**config.mk**
```make
export PLATFORM = sky130hd
export DESIGN_NAME = irrigation_event_controller
export DESIGN_NICKNAME = d
export VERILOG_FILES = /design/src/sv/irrctl_pkg.sv /design/src/sv/irrigation_event_controller.sv
export SDC_FILE = /design/constraint.sdc
export NUM_CORES = 1
export LEC_CHECK = 0
export ABC_AREA = 1
export BUFFER_PORTS_ARGS = -buffer_cell sky130_fd_sc_hd__clkbuf_2
export CAP_MARGIN = 20
export CORE_ASPECT_RATIO = 0.9
export CORE_UTILIZATION = 35
export DETAILED_ROUTE_END_ITERATION = 6
export SYNTH_ARGS = -nofsm -noshare
export SYNTH_HDL_FRONTEND = slang
export SYNTH_SLANG_ARGS = --single-unit
```
**constraint.sdc**
```tcl
create_clock -name i_clk -period 9.4 [get_ports i_clk]
set_clock_uncertainty 0.1 [all_clocks]
set_input_delay 1.88 -clock i_clk [delete_from_list [all_inputs] [get_ports i_clk]]
set_output_delay 1.88 -clock i_clk [all_outputs]
set_load 0.005 [all_outputs]
```
**src/sv/irrctl_pkg.sv**
```systemverilog
// shared codes, field widths and register reset values for the irrigation event controller
package irrctl_pkg;

    localparam int EV_W    = 3;
    localparam int MODE_W  = 3;
    localparam int TEMP_W  = 11;
    localparam int HUM_W   = 10;
    localparam int SOIL_W  = 12;
    localparam int CFG_IDX_W = 3;
    localparam int CFG_DAT_W = 12;
    localparam int S_DATA_W  = 40;
    localparam int M_DATA_W  = 8;

    // event codes
    localparam logic [EV_W-1:0] EV_SENSOR   = 3'd0;
    localparam logic [EV_W-1:0] EV_SCHED    = 3'd1;
    localparam logic [EV_W-1:0] EV_BUTTON   = 3'd2;
    localparam logic [EV_W-1:0] EV_PUMPDONE = 3'd3;
    localparam logic [EV_W-1:0] EV_WAITDONE = 3'd4;
    localparam logic [EV_W-1:0] EV_WEATHER  = 3'd5;
    localparam logic [EV_W-1:0] EV_ERROR    = 3'd6;
    localparam logic [EV_W-1:0] EV_UNUSED   = 3'd7;

    // mode codes
    localparam logic [MODE_W-1:0] MODE_IDLE  = 3'd0;
    localparam logic [MODE_W-1:0] MODE_WATER = 3'd1;
    localparam logic [MODE_W-1:0] MODE_WAIT  = 3'd2;
    localparam logic [MODE_W-1:0] MODE_ALERT = 3'd3;
    localparam logic [MODE_W-1:0] MODE_ERROR = 3'd4;

    // configuration register indexes
    localparam logic [CFG_IDX_W-1:0] CFG_SOIL_DRY  = 3'd0;
    localparam logic [CFG_IDX_W-1:0] CFG_SOIL_WET  = 3'd1;
    localparam logic [CFG_IDX_W-1:0] CFG_HUM_ALARM = 3'd2;
    localparam logic [CFG_IDX_W-1:0] CFG_HEAT_ALARM   = 3'd3;
    localparam logic [CFG_IDX_W-1:0] CFG_HEAT_RECOVER = 3'd4;

    // register reset values
    localparam logic [SOIL_W-1:0]        RST_SOIL_DRY     = 12'd2800;
    localparam logic [SOIL_W-1:0]        RST_SOIL_WET     = 12'd1500;
    localparam logic [HUM_W-1:0]         RST_HUM_ALARM    = 10'd300;
    localparam logic signed [TEMP_W-1:0] RST_HEAT_ALARM   = 11'sd380;
    localparam logic signed [TEMP_W-1:0] RST_HEAT_RECOVER = 11'sd350;

    typedef struct packed {
        logic [EV_W-1:0]          ev;
        logic signed [TEMP_W-1:0] temp;
        logic [HUM_W-1:0]         hum;
        logic [SOIL_W-1:0]        soil;
        logic                     rain;
    } t_event;

    typedef struct packed {
        logic [MODE_W-1:0] mode;
        logic              pump;
        logic              alarm;
        logic              start_wait;
    } t_result;

endpackage

```
**src/sv/irrigation_event_controller.sv**
```systemverilog
// irrigation event controller: mode state machine driven by sensor and control events
//
// channel   dir  handshake                     payload
// s_axis    in   s_axis_tvalid/s_axis_tready   tuser: req_type; tdata: readings, rain flag
// m_axis    out  m_axis_tvalid/m_axis_tready   tdata: mode, pump, alarm, start_wait
// cfg       in   i_cfg_wr_en (no wait)         i_cfg_index, i_cfg_wdata
//
// one event per cycle sustained while m_axis is not stalled; each event passes through the
// input register, then the result register, before its result can transfer
// the mode and reading registers update in the same cycle the result is registered,
// so the next event sees them with no bubble
// a stall on m_axis holds the result register; the input register then fills and
// s_axis_tready drops until the result is taken
// reset (synchronous, active low) returns idle mode, clears readings, pump, alarm and
// rain flag, and loads the threshold defaults
module irrigation_event_controller (
    input  logic                                i_clk,
    input  logic                                i_rst_n,
    input  logic                                s_axis_tvalid,
    output logic                                s_axis_tready,
    // [10:0] temperature, [20:11] humidity, [32:21] soil_reading, [33] rain_now, rest zero
    input  logic [irrctl_pkg::S_DATA_W-1:0]     s_axis_tdata,
    // [2:0] req_type
    input  logic [irrctl_pkg::EV_W-1:0]         s_axis_tuser,
    output logic                                m_axis_tvalid,
    input  logic                                m_axis_tready,
    // [2:0] mode, [3] pump_on, [4] alarm_on, [5] start_wait, [7:6] zero
    output logic [irrctl_pkg::M_DATA_W-1:0]     m_axis_tdata,
    input  logic                                i_cfg_wr_en,
    input  logic [irrctl_pkg::CFG_IDX_W-1:0]    i_cfg_index,
    input  logic [irrctl_pkg::CFG_DAT_W-1:0]    i_cfg_wdata
);
    import irrctl_pkg::*;

    // threshold registers
    logic [SOIL_W-1:0]        r_soil_dry;
    logic [SOIL_W-1:0]        r_soil_wet;
    logic [HUM_W-1:0]         r_hum_alarm;
    logic signed [TEMP_W-1:0] r_heat_alarm;
    logic signed [TEMP_W-1:0] r_heat_recover;

    // controller state
    logic [MODE_W-1:0]        r_mode,  n_mode;
    logic signed [TEMP_W-1:0] r_temp,  n_temp;
    logic [HUM_W-1:0]         r_hum,   n_hum;
    logic [SOIL_W-1:0]        r_soil,  n_soil;
    logic                     r_rain,  n_rain;
    logic                     r_pump,  n_pump;
    logic                     r_alarm, n_alarm;
    logic                     n_pulse;

    // input register and result register
    logic    r_in_valid;
    t_event  r_in;
    logic    r_out_valid;
    t_result r_out;

    logic advance;
    logic alarm_cond;

    assign advance       = r_in_valid && (!r_out_valid || m_axis_tready);
    assign s_axis_tready = !r_in_valid || advance;

    assign m_axis_tvalid = r_out_valid;
    assign m_axis_tdata  = {2'b00, r_out.start_wait, r_out.alarm, r_out.pump, r_out.mode};

    // configuration writes, taken at once with no wait
    always_ff @(posedge i_clk) begin
        if (!i_rst_n) begin
            r_soil_dry     <= RST_SOIL_DRY;
            r_soil_wet     <= RST_SOIL_WET;
            r_hum_alarm    <= RST_HUM_ALARM;
            r_heat_alarm   <= RST_HEAT_ALARM;
            r_heat_recover <= RST_HEAT_RECOVER;
        end else if (i_cfg_wr_en) begin
            case (i_cfg_index)
                CFG_SOIL_DRY:     r_soil_dry     <= i_cfg_wdata;
                CFG_SOIL_WET:     r_soil_wet     <= i_cfg_wdata;
                CFG_HUM_ALARM:    r_hum_alarm    <= i_cfg_wdata[HUM_W-1:0];
                CFG_HEAT_ALARM:   r_heat_alarm   <= i_cfg_wdata[TEMP_W-1:0];
                CFG_HEAT_RECOVER: r_heat_recover <= i_cfg_wdata[TEMP_W-1:0];
                default: ;
            endcase
        end
    end

    // input register: holds one event until the result register has room
    always_ff @(posedge i_clk) begin
        if (!i_rst_n) begin
            r_in_valid <= 1'b0;
        end else if (s_axis_tready) begin
            r_in_valid <= s_axis_tvalid;
        end
    end

    always_ff @(posedge i_clk) begin
        if (s_axis_tvalid && s_axis_tready) begin
            r_in.ev   <= s_axis_tuser;
            r_in.temp <= s_axis_tdata[10:0];
            r_in.hum  <= s_axis_tdata[20:11];
            r_in.soil <= s_axis_tdata[32:21];
            r_in.rain <= s_axis_tdata[33];
        end
    end

    // alarm test runs on the readings after a sensor update
    assign alarm_cond = (n_hum < r_hum_alarm) && (n_temp > r_heat_alarm);

    // next state for the event in the input register
    always_comb begin
        n_mode  = r_mode;
        n_temp  = r_temp;
        n_hum   = r_hum;
        n_soil  = r_soil;
        n_rain  = r_rain;
        n_pump  = r_pump;
        n_alarm = r_alarm;
        n_pulse = 1'b0;

        if (r_in.ev == EV_SENSOR) begin
            n_temp = r_in.temp;
            n_hum  = r_in.hum;
            n_soil = r_in.soil;
        end

        if (r_in.ev == EV_ERROR) begin
            n_mode  = MODE_ERROR;
            n_pump  = 1'b0;
            n_alarm = 1'b1;
        end else if (r_in.ev == EV_WEATHER) begin
            n_rain = r_in.rain;
        end else if (r_in.ev == EV_BUTTON) begin
            // toggle watering; from any other mode the alarm level is kept
            if (r_mode != MODE_WATER) begin
                n_mode = MODE_WATER;
                n_pump = 1'b1;
            end else begin
                n_mode  = MODE_WAIT;
                n_pump  = 1'b0;
                n_pulse = 1'b1;
            end
        end else if (r_in.ev == EV_UNUSED) begin
            // unused code: state reported as it stands
        end else if (!(r_in.ev == EV_SCHED && r_rain)) begin
            case (r_mode)
                MODE_IDLE: begin
                    if (r_in.ev == EV_SCHED && n_soil > r_soil_wet) begin
                        n_mode = MODE_WATER;
                        n_pump = 1'b1;
                    end else if (r_in.ev == EV_SENSOR) begin
                        if (alarm_cond) begin
                            n_mode  = MODE_ALERT;
                            n_pump  = 1'b0;
                            n_alarm = 1'b1;
                        end else if (n_soil > r_soil_dry) begin
                            n_mode = MODE_WATER;
                            n_pump = 1'b1;
                        end
                    end
                end
                MODE_WATER: begin
                    if ((r_in.ev == EV_SENSOR && n_soil < r_soil_wet) ||
                        r_in.ev == EV_PUMPDONE) begin
                        n_mode  = MODE_WAIT;
                        n_pump  = 1'b0;
                        n_pulse = 1'b1;
                    end
                end
                MODE_WAIT: begin
                    if (r_in.ev == EV_WAITDONE) begin
                        n_mode = MODE_IDLE;
                    end
                end
                MODE_ALERT: begin
                    if (r_in.ev == EV_SENSOR &&
                        (n_temp <= r_heat_recover || n_hum >= r_hum_alarm)) begin
                        n_mode  = MODE_IDLE;
                        n_alarm = 1'b0;
                    end
                end
                MODE_ERROR: begin
                    if (r_in.ev == EV_SENSOR) begin
                        if (alarm_cond) begin
                            n_mode  = MODE_ALERT;
                            n_pump  = 1'b0;
                            n_alarm = 1'b1;
                        end else begin
                            n_mode  = MODE_IDLE;
                            n_alarm = 1'b0;
                        end
                    end
                end
                default: begin
                    n_mode = MODE_IDLE;
                end
            endcase
        end
    end

    // state and result move together on each advance
    always_ff @(posedge i_clk) begin
        if (!i_rst_n) begin
            r_mode      <= MODE_IDLE;
            r_temp      <= '0;
            r_hum       <= '0;
            r_soil      <= '0;
            r_rain      <= 1'b0;
            r_pump      <= 1'b0;
            r_alarm     <= 1'b0;
            r_out_valid <= 1'b0;
        end else begin
            if (advance) begin
                r_mode  <= n_mode;
                r_temp  <= n_temp;
                r_hum   <= n_hum;
                r_soil  <= n_soil;
                r_rain  <= n_rain;
                r_pump  <= n_pump;
                r_alarm <= n_alarm;
            end
            if (advance) begin
                r_out_valid <= 1'b1;
            end else if (m_axis_tready) begin
                r_out_valid <= 1'b0;
            end
        end
    end

    always_ff @(posedge i_clk) begin
        if (advance) begin
            r_out.mode       <= n_mode;
            r_out.pump       <= n_pump;
            r_out.alarm      <= n_alarm;
            r_out.start_wait <= n_pulse;
        end
    end

    // a wait-timer start pulse only comes with waiting mode and the pump off
    a_pulse_in_wait: assert property (@(posedge i_clk) disable iff (!i_rst_n)
        r_out_valid && r_out.start_wait |-> r_out.mode == MODE_WAIT && !r_out.pump)
        else $error("start_wait outside waiting mode");

    // error and alert modes drive the alarm and keep the pump off
    a_fault_outputs: assert property (@(posedge i_clk) disable iff (!i_rst_n)
        r_out_valid && (r_out.mode == MODE_ERROR || r_out.mode == MODE_ALERT)
        |-> r_out.alarm && !r_out.pump)
        else $error("alarm or pump wrong in error or alert mode");

    // watering mode always has the pump running
    a_water_pump: assert property (@(posedge i_clk) disable iff (!i_rst_n)
        r_out_valid && r_out.mode == MODE_WATER |-> r_out.pump)
        else $error("pump off in watering mode");

    // the result register mirrors the live state
    a_result_matches_state: assert property (@(posedge i_clk) disable iff (!i_rst_n)
        r_out_valid |-> r_out.mode == r_mode && r_out.pump == r_pump
                        && r_out.alarm == r_alarm)
        else $error("result register out of step with state");

endmodule

```
# Word-level counts from Yosys, hierarchy flattened
# Cells that the tools add are included.
# op_classes
n_lt_le_gt_ge	7
eq_ne	16
n_mux	53
bitwise	1
reduce_logical	24
# op_table
cell	count
$mux W3	13
$mux W1	32
$gt A12 B12 Y1	2
$eq A3 B2 Y1 const B	6
$eq A3 B3 Y1 const B	6
$pmux W3 S5	1
$lt A12 B12 Y1	1
$mux W12	1
$gt A11 B11 Y1	1
$le A11 B11 Y1	1
$mux W11	1
$ge A10 B10 Y1	1
$lt A10 B10 Y1	1
$mux W10	1
$reduce_and A2 Y1	5
$eq A3 B1 Y1 const B	3
$logic_not A3 Y1	3
$logic_and A1 B1 Y1	7
$pmux W1 S3	2
$logic_or A1 B1 Y1	4
$mux W2	2
$ne A3 B1 Y1 const B	1
$reduce_and A3 Y1	1
$logic_not A1 Y1	2
other kinds (3)	3
# totals
reg_bits	140
in_bits	63
output_inout_bits	10
word_cells	124

# Longest topological paths before layout
# Gate-level depths: netlist of run 1.
# depth
ltp_word	13
ltp_mapped	27
ltp_nobuf	25

# Least setup slack after synthesis of run 1
# No wires, ideal clock.
# synth_timing
path_kind	input -> output
startpoint	input port m_axis_tready
endpoint	output port s_axis_tready
t_arrival_ns	2.029
path_slack_ns	5.391
cell_stages	2
path_buffers	0
path_cell_list	inv_1 -> nand3_1
# synth_between
elab_chain_len	3
# synth_lines
element	line	source
start: declaration	irrigation_event_controller.sv:26	input logic m_axis_tready,
$logic_or A1 B1 Y1	irrigation_event_controller.sv:61	assign advance = r_in_valid && (!r_out_valid || m_axis_tready);
$logic_and A1 B1 Y1	irrigation_event_controller.sv:61	
$logic_or A1 B1 Y1	irrigation_event_controller.sv:62	assign s_axis_tready = !r_in_valid || advance;
end: declaration	irrigation_event_controller.sv:20	output logic s_axis_tready,
# Every way passes these cells.

# Worst setup path in the final report of run 1
# Same ends and word-level chain as after synthesis.

==> impl_metrics.json, run 1 <==
{
  "cts_buffers": 17,
  "synth.avg_cell_area_um2": 7.88,
  "pre_cts_ws_ns": 5.18,
  "track_usage": 0.161,
  "rsz0062_at_grt": "false",
  "holdWs_ns": 0.362,
  "postCtsSetupRepairBufs": 0,
  "path_buf_inv": 3,
  "status": "finished with violations",
  "grt_max_degree": 66,
  "finalSetupViolCount": 0,
  "cts.reportedPaths.clkPinSlew_ns": 0.06,
  "start_util": 0.356,
  "vias_per_cell": 4.64,
  "p_int_mw": 1.12,
  "dpl-instance-area_mm2": 0.00764,
  "overflow": 0,
  "cts_resized": 0,
  "powerDensity_mw_per_mm2": 186,
  "seq_area_frac_synth": 0.456,
  "antenna_found_initial": 0,
  "clkPwrFrac": 0.448,
  "clock_sinks": 140,
  "critPathKind": "input pin to output pin",
  "synthDistinctLibCells": 30,
  "nNetsFinal": 1077,
  "wire_per_inst_um": 12.8,
  "stdcell_area_mm2": 0.00824,
  "endpoint_kind": "output pin",
  "cts_tree": "yes",
  "numPortBuffers": 64,
  "cts_root_buf": "clkbuf_16",
  "ir_worst_vdd_v": 0.000134,
  "fin_crit_ns": 4.22,
  "clock_latency_ns": 0.42,
  "diodes": 0,
  "firstDrtPassIters": 7,
  "violations": "design-rule violations",
  "finalHoldViolations": 0,
  "grt_util_met2": 0.252,
  "switchingPower_uw": 414,
  "max-slew-margin-rel": 0.387,
  "grt_pass1_wl_um": 26000,
  "gr-usage-met3": 0.0459,
  "netSwitchingFraction": 0.270,
  "synth_area_mm2": 0.00709,
  "setup_slack_ns": 5.18,
  "dr_total_vias": 5693,
  "syn_to_final_growth_pct": 16.3,
  "path_cells": "clkbuf_2 > inv_1 > nand3_1 > clkbuf_2",
  "ys_warn_count": 0,
  "max_cap_viol_count": 0,
  "drv_slew": 0,
  "finalCritPeriodShare": 0.449,
  "cts_hold_buffers": 0,
  "drt.antenna.violating_nets": 0,
  "cp-start-kind": "input pin",
  "final_common_cell": "nand2_1",
  "die_h_um": 137,
  "drtIter0Drc": 301,
  "synthCells": 900,
  "crit_path_top_delay_cell": "clkbuf_2",
  "p_leak_nw": 4.14,
  "use_met1": 0.213,
  "arrival_ns": 2.24,
  "hp-class": "register to register",
  "place_congestion": 0.868,
  "required_ns": 7.42,
  "cpPeakStageDelay_ns": 0.13,
  "layout-drive-gt1-share": 0.128,
  "drt-total-wl_um": 15800,
  "worst-path-max-fanout": 3,
  "power_frac_seq": 0.435,
  "dp_hpwl_um": 11300,
  "layout_common_cells": "176 x nand2_1, 174 x inv_1, 101 x o21ai_0",
  "max_freq_mhz": 237,
  "cpLargestDelayFamily": "buffers and inverters",
  "ys_seq_elements": 140,
  "design.portCount": 73,
  "power.total_mw": 1.53,
  "row_count": 49,
  "drc": 2,
  "grt_busiest_layer": "met2",
  "die_area_mm2": 0.0208,
  "grt_pass1_vias": 5133,
  "setup_tns_ns": 0,
  "cpMostUsedCell": "clkbuf_2",
  "p_comb_frac": 0.116,
  "clk_path_buf_depth": 2,
  "htree_levels": 4,
  "die_width_um": 152,
  "worstMarginPinSlew_ns": 0.916,
  "coreArea_mm2": 0.0199
}
-- path summary, 6_finish.rpt --
check	start	slack, ns	to	cells past startpoint
min	r_hum_alarm[9]	0.36	r_hum_alarm[9]	2
max	m_axis_tready	5.18	s_axis_tready	4
max reg2reg	r_in[35]	5.40	m_axis_tdata[0]	25
min reg2reg	r_hum_alarm[9]	0.36	r_hum_alarm[9]	2
-- kinds of logic after synthesis --
| logic type | share of synthesized area |
|---|---|
| adder cells (fa/ha/maj) | 0.0989 |
| multiplexers | 0.00424 |
| buffers and inverters | 0.114 |
| other | 0.000529 |
| AO/OA/AOI/OAI | 0.174 |
| flip-flops | 0.456 |
| AND/OR/NAND/NOR | 0.152 |
-- area by class of cell --
| cell class | count | area [µm²] |
|---|---|---|
| Fill cell | 2002 | 11700 |
| Multi-Input combinational cell | 551 | 3050 |
| Clock buffer | 17 | 425 |
| Timing Repair Buffer | 71 | 373 |
| Tap cell | 255 | 319 |
| Clock inverter | 15 | 179 |
| Sequential cell | 140 | 3230 |
| Inverter | 177 | 664 |
-- routing by layer --
layer | vias up | part of all wire
li1 | 3030 | -
met1 | 2542 | 0.51
met2 | 102 | 0.43
met3 | 19 | 0.041
met4 | 0 | 0.018
met5 | - | 0
-- power by group through the flow --
stage	Combinational (mW)	Clock, mW	Sequential (mW)
2_1_floorplan	0.126	0	0.678
3_3_place_gp	0.175	0	0.680
3_5_place_dp	0.178	0	0.681
4_1_cts	0.180	0.702	0.668
5_1_grt	0.208	0.731	0.670
6_report	0.179	0.688	0.668
-- stage by stage --
stage | std cells | utilization
after floorplan | 901 | -
after CTS | 1226 | 0.414
after detailed placement | 1194 | 0.383
final | 1226 | 0.414
after global placement | 1194 | 0.383
after global routing | 1226 | 0.414
-- registers in the layout (all words and copies together), names as in the netlist, 3 cells and up --
| register | count |
|---|---|
| r_hum | 10 |
| r_soil | 12 |
| m_axis_tdata | 6 |
| r_hum_alarm | 10 |
| r_temp | 11 |
| r_soil_wet | 12 |
| r_heat_recover | 11 |
| r_mode | 3 |
| r_in | 37 |
| r_soil_dry | 12 |
| r_heat_alarm | 11 |
-- worst register-to-register path, stage by stage, from the launching register on --
cell and delay (ns):
edfxtp_1 0.47, nor2_2 0.18, nand2_2 0.16, inv_2 0.31, buf_4 0.44, o21ai_0 0.39
ha_1 0.41, nand2_1 0.06, inv_1 0.05, nand2_1 0.06, nor2_1 0.16, nand2_1 0.09
nand2_1 0.06, inv_1 0.03, nand2_1 0.09, nand2_1 0.06, nor2_1 0.08, nand2_1 0.05
nand2_1 0.05, nand2_1 0.05, o21bai_1 0.12, nand2_1 0.06, nand2_1 0.07, nand2_1 0.05
nand2_1 0.07, inv_1 0.04
-- synthesized netlist by cell type --
library cell  instances  area [µm²]
nand2_1             177         664
inv_1               174         653
o21ai_0             101         505
dfxtp_1              97        1940
a21oi_1              86         430
ha_1                 56         701
nor2_1               45         169
edfxtp_1             43        1290
clkbuf_1             29         109
o211ai_1             27         203
nand3_1              13        65.1
nand4_1               7        43.8
nand2_2               6        37.5
o21ai_1               6        30.0
nor3_1                5        25.0
nor2_2                4        25.0
a21o_1                3        22.5
inv_2                 3        11.3
mux2i_1               3        30.0
buf_4                 2        15.0
buf_6                 2        22.5
o21ai_2               2        17.5
o21bai_1              2        15.0
a21oi_2               1        8.76
and2_1                1        6.26
and2_4                1        8.76
conb_1                1        3.75
nand2_4               1        11.3
nor2_4                1        11.3
nor3_2                1        10.0
Note: power is estimated with default switching activity, not from simulation.
==> inputs of run 2 (changes only) <==
==> constraint.sdc (replaced) <==
create_clock -name i_clk -period 3.5 [get_ports i_clk]
set_clock_uncertainty 0.1 [all_clocks]
set_input_delay 0.7 -clock i_clk [delete_from_list [all_inputs] [get_ports i_clk]]
set_output_delay 0.7 -clock i_clk [all_outputs]
set_load 0.005 [all_outputs]
==> run 2 against run 1 <==
The run still ends with design-rule violations left. Critical path type is now register to register. Non-clock buffer count rose by 12. Flip-flop and latch count did not move. Final cell count rose by 0.98%. Register-to-register slack got worse by 5.1 ns. Hold slack got worse by 0.022 ns. Largest power group unchanged. Routed wire length rose by 2.9%. Clock-buffer cell count did not move.
==> impl_metrics.json, run 2 (synthesis gave the netlist of run 1 again) <==
{
  "status": "finished with violations",
  "violations": "design-rule violations",
  "clock_latency_ns": 0.43,
  "worst-path-max-fanout": 21,
  "start_util": 0.356,
  "finalHoldViolations": 0,
  "cpMostUsedCell": "nand2_1",
  "cts_hold_buffers": 0,
  "gr-usage-met3": 0.0336,
  "cpPeakStageDelay_ns": 0.43,
  "antenna_found_initial": 0,
  "largest_reg_flops": 37,
  "drv_slew": 0,
  "use_met1": 0.220,
  "cpLargestDelayFamily": "simple AND/OR/NAND/NOR gates",
  "path_cells": "nor2_2 > nand2_2 > inv_4 > buf_12 > nand2_1 > o21ai_0 > ha_1 > nand2_1 > nor2_1 > and2_4 > nand2_2 > nand3_1 > nand2_1 > nand2_2 > nand2_4 > nand2_1 > nand2_1 > nand2_1 > o21bai_1 > nand2_1 > nand2_1 > nand2_1 > nand2_1 > inv_1",
  "max_freq_mhz": 312,
  "holdPathStages": 1,
  "fin_crit_ns": 3.20,
  "rr_startpoint": "r_in[34]",
  "final_common_cell": "nand2_1",
  "max-slew-margin-rel": 0.475,
  "cts_root_buf": "clkbuf_16",
  "drt.antenna.violating_nets": 0,
  "drc": 2,
  "numPortBuffers": 64,
  "firstDrtPassIters": 7,
  "diodes": 0,
  "ir_worst_vdd_v": 0.000327,
  "nNetsFinal": 1089,
  "die_width_um": 152,
  "syn_to_final_growth_pct": 18.4,
  "die_h_um": 137,
  "drtIter0Drc": 285,
  "grt_pass1_vias": 5212,
  "layout-drive-gt1-share": 0.144,
  "r2r_setup_slack_ns": 0.30,
  "r2r_end": "m_axis_tdata[0]",
  "grt_util_met2": 0.266,
  "row_count": 49,
  "required_ns": 3.58,
  "arrival_ns": 3.28,
  "cp-start-kind": "register",
  "cts_buffers": 17,
  "grt_busiest_layer": "met2",
  "finalCritPeriodShare": 0.914,
  "dp_hpwl_um": 11600,
  "design.portCount": 73,
  "die_area_mm2": 0.0208,
  "powerDensity_mw_per_mm2": 488,
  "dp.cells": 1202,
  "coreArea_mm2": 0.0199,
  "place_congestion": 0.861,
  "drt-total-wl_um": 16200,
  "dpl-instance-area_mm2": 0.00772,
  "critPathKind": "register to register",
  "hp-class": "input pin to register",
  "endpoint_kind": "register",
  "layout.cells.non_filler": 1238,
  "crit_path_top_delay_cell": "edfxtp_1",
  "hold_start": "s_axis_tdata[7]",
  "top_register": "r_in",
  "vias_per_cell": 4.58,
  "layout_common_cells": "176 x nand2_1, 174 x inv_1, 97 x dfxtp_1",
  "max_cap_viol_count": 0,
  "worstRegToRegCells": 24,
  "cts_tree": "yes",
  "clk_path_buf_depth": 2,
  "cts.reportedPaths.clkPinSlew_ns": 0.07,
  "wire_per_inst_um": 13.1,
  "dr_total_vias": 5666,
  "worstMarginPinSlew_ns": 0.784,
  "grt_max_degree": 57,
  "grt_pass1_wl_um": 26300,
  "stdcell_area_mm2": 0.00839,
  "htree_levels": 4,
  "hold_path_end": "r_in[30]",
  "finalSetupViolCount": 0,
  "overflow": 0,
  "clock_sinks": 140,
  "path_buf_inv": 3,
  "track_usage": 0.165,
  "p_leak_nw": 4.21
}
## run 2: cell count changes in the layout (fill, tap and decap cells not counted), sizes merged
cell and change:
buf +11, clkbuf +1, inv -3, clkinv +2
clkinvlp +1
## run 2: how the worst max path moves through the flow
stage	startpoint	end	slack, ns	depth (start not counted)
after floorplan	r_in[35]	m_axis_tdata[0]	0.40	25
after global placement	r_in[36]	m_axis_tdata[0]	0.22	24
after detailed placement	r_in[36]	m_axis_tdata[0]	0.17	24
after CTS	r_in[36]	m_axis_tdata[0]	0.16	24
after global routing	r_in[34]	m_axis_tdata[0]	-0.0006	23
final	r_in[34]	m_axis_tdata[0]	0.30	24
## run 2: worst register-to-register path, stage by stage, from the launching register on
cell and delay (ns):
edfxtp_1 0.43, nor2_2 0.16, nand2_2 0.09, inv_4 0.11, buf_12 0.16, nand2_1 0.07, o21ai_0 0.20, ha_1 0.33
nand2_1 0.08, nor2_1 0.06, and2_4 0.16, nand2_2 0.06, nand3_1 0.06, nand2_1 0.08, nand2_2 0.06, nand2_4 0.11
nand2_1 0.07, nand2_1 0.05, nand2_1 0.05, o21bai_1 0.14, nand2_1 0.06, nand2_1 0.08, nand2_1 0.05, nand2_1 0.08
inv_1 0.05
## run 2: through the flow
stage          setup TNS [ns]  setup WS (ns)  power [mW]  hold slack [ns]  utilization
2_1_floorplan               0          0.404        2.16            0.335            -
3_3_place_gp                0          0.220        2.31            0.351        0.388
3_5_place_dp                0          0.173        2.32            0.358        0.388
4_1_cts                     0          0.159        4.12            0.331        0.417
5_1_grt             -0.000647      -0.000647        4.29            0.326        0.421
6_report                    0          0.300        4.10            0.340        0.421
## run 2: per-layer routing
metal | routed length, µm | vias up
li1 | - | 3057
met1 | 8180 | 2495
met2 | 7210 | 101
met3 | 648 | 13
met4 | 179 | 0
met5 | 0 | -
## run 2: repair_timing
action / in CTS / in global routing
setup endpoints to repair: 0 / 4
setup buffers: 0 / 3
resized for setup: 0 / 21
hold endpoints to repair: 0 / 0
## run 2: power breakdown
part           switching (mW)  internal (mW)
sequential             0.0302           1.76
clock                   0.740           1.06
combinational           0.321          0.184
total                    1.09           3.01
## run 2: area by class of cell
class / instances / area, µm²
fillers: 1982 / 11500
flip-flops and latches: 140 / 3230
multi-input cells: 551 / 3080
inverters: 177 / 667
repair buffers: 83 / 505
clock buffers: 17 / 425
well taps: 255 / 319
clock inverters: 15 / 160
==> inputs of run 3 (changes only) <==
--- a/config.mk
+++ b/config.mk
@@ -9,8 +9,9 @@
 export BUFFER_PORTS_ARGS = -buffer_cell sky130_fd_sc_hd__clkbuf_2
 export CAP_MARGIN = 20
 export CORE_ASPECT_RATIO = 0.9
-export CORE_UTILIZATION = 35
+export CORE_UTILIZATION = 50
 export DETAILED_ROUTE_END_ITERATION = 6
+export PLACE_DENSITY = 0.69
 export SYNTH_ARGS = -nofsm -noshare
 export SYNTH_HDL_FRONTEND = slang
 export SYNTH_SLANG_ARGS = --single-unit
==> constraint.sdc (replaced) <==
create_clock -name i_clk -period 3.4 [get_ports i_clk]
set_clock_uncertainty 0.1 [all_clocks]
set_input_delay 0.68 -clock i_clk [delete_from_list [all_inputs] [get_ports i_clk]]
set_output_delay 0.68 -clock i_clk [all_outputs]
set_load 0.005 [all_outputs]
==> run 3 against run 2 <==
The flow now finishes without violations. Clock power rose by 6%. Power is 5.0% higher. Non-clock buffer count grew 4. Routed wire length is 2.9% lower. Final cell count fell by 4.9%. Global-route usage increased by 6.8 points. Via count up 2.6%. First-iteration DRC count rose by 61%. Combinational power increased by 7.9%. Sequential share of layout area shrank 0.34 points. Hold slack got worse by 0.014 ns. Core utilization grew 20 points. Critical endpoint unchanged. Largest power group unchanged.
==> impl_metrics.json, run 3 (synthesis gave the netlist of run 1 again) <==
{
  "top_register": "r_in",
  "status": "finished, final reports clean",
  "syn_to_final_growth_pct": 19.4,
  "cts.reportedPaths.clkPinSlew_ns": 0.06,
  "crit_path_start": "r_in[34]",
  "endpoint_kind": "register",
  "drc": 0,
  "cpPeakStageDelay_ns": 0.45,
  "place_congestion": 0.891,
  "dp_hpwl_um": 11100,
  "coreArea_mm2": 0.0136,
  "track_usage": 0.233,
  "p_leak_nw": 4.30,
  "row_count": 40,
  "drtIter0Drc": 460,
  "cts_root_buf": "clkbuf_16",
  "layout_common_cells": "175 x nand2_1, 174 x inv_1, 97 x dfxtp_1",
  "fin_crit_ns": 3.20,
  "wl_met1_um": 7880,
  "cp-start-kind": "register",
  "max-slew-margin-rel": 0.566,
  "arrival_ns": 3.28,
  "ir_worst_vdd_v": 0.000421,
  "drt.antenna.violating_nets": 0,
  "vias_per_cell": 4.94,
  "die_width_um": 128,
  "nFillCells": 1210,
  "grt_pass1_vias": 5198,
  "nNetsFinal": 1094,
  "antenna_found_initial": 0,
  "final_common_cell": "nand2_1",
  "path_cells": "nor2_4 > nand2_4 > clkinv_8 > buf_12 > nand2_1 > o21ai_2 > ha_1 > buf_4 > a21o_1 > nor2_2 > nand4_1 > nand3_1 > nand2_1 > nand2_2 > nand2_1 > o21bai_1 > nand2_1 > nand2_1 > nand2_1 > nand2_1 > inv_1",
  "finalHoldViolations": 0,
  "wl_met3_um": 841,
  "start_util": 0.521,
  "clock_latency_ns": 0.43,
  "drt-total-wl_um": 15700,
  "met2WireLength_um": 6810,
  "clk_path_buf_depth": 2,
  "required_ns": 3.48,
  "max_freq_mhz": 313,
  "worst-path-max-fanout": 12,
  "rr_startpoint": "r_in[34]",
  "diodes": 0,
  "powerDensity_mw_per_mm2": 508,
  "finalCritPeriodShare": 0.941,
  "grt_pass1_wl_um": 25800,
  "wire_per_inst_um": 13.4,
  "cts_buffers": 17,
  "cpMostUsedCell": "nand2_1",
  "htree_levels": 4,
  "grt_max_degree": 57,
  "die_area_mm2": 0.0147,
  "r2r_setup_slack_ns": 0.20,
  "largest_reg_flops": 37,
  "worstMarginPinSlew_ns": 0.646,
  "hold_start": "s_axis_tdata[6]",
  "drv_slew": 0,
  "highest_layer": "met4",
  "dr_total_vias": 5811,
  "utilization": 0.622,
  "max_cap_viol_count": 0,
  "die_h_um": 115,
  "design.portCount": 73,
  "numPortBuffers": 64,
  "critPathKind": "register to register",
  "layout-drive-gt1-share": 0.165,
  "firstDrtPassIters": 5,
  "cts_tree": "yes",
  "crit_path_top_delay_cell": "edfxtp_1",
  "setup_tns_ns": 0,
  "hp-class": "input pin to register",
  "overflow": 0,
  "finalSetupViolCount": 0,
  "clock_sinks": 140
}
[run 3: final timing paths]
check | to | cells past startpoint
max | m_axis_tdata[0] | 21
min reg2reg | r_heat_alarm[10] | 2
min | r_in[29] | 1
max reg2reg | m_axis_tdata[0] | 21
[run 3: report_power, final]
group | switching (mW) | internal [mW] | total (mW) | leakage [nW]
Clock | 0.718 | 1.20 | 1.91 | 0.301
Combinational | 0.343 | 0.202 | 0.545 | 2.78
Sequential | 0.0303 | 1.82 | 1.85 | 1.21
[run 3: layer usage]
layer,track usage,vias up
li1,-,3067
met1,0.327,2581
met2,0.345,150
met3,0.0549,13
met4,0.0968,0
met5,0,-
[run 3: repair_timing]
action	in CTS	in global routing
hold buffers	0	0
buffers inserted	0	6
resized for setup	0	55
hold endpoints to repair	0	0
setup endpoints to repair	0	8
[run 3: layout make-up]
type | count | area (µm²) | share of cell area
timing repair buffer | 87 | 557 | 0.0658
inverter | 177 | 677 | 0.0800
clock inverter | 14 | 166 | 0.0197
timing repair inverter | 1 | 6.26 | 0.000739
sequential | 140 | 3230 | 0.382
tap | 189 | 236 | 0.0279
clock buffer | 18 | 450 | 0.0532
multi-input combinational | 551 | 3140 | 0.371
[run 3: through the flow]
| step | std cells | cell area [µm²] | total power [mW] | worst slack (ns) | hold WS, ns |
|---|---|---|---|---|---|
| global placement | 1136 | 7640 | 2.37 | 0.143 | 0.352 |
| global route | 1177 | 8470 | 4.50 | -0.0301 | 0.303 |
| CTS | 1168 | 8260 | 4.31 | 0.0925 | 0.304 |
| finish | 1177 | 8470 | 4.30 | 0.200 | 0.326 |
| detailed placement | 1136 | 7640 | 2.38 | 0.118 | 0.353 |
| floorplan | 901 | 7090 | 2.22 | 0.304 | 0.335 |
[run 3: critical path, delay by kind of cell (launching register included)]
family,cells,cell delay (ns)
simple gates,13,1.26
flops,1,0.45
compound gates,3,0.43
buf+inv,4,0.41
fa+ha+maj,1,0.28
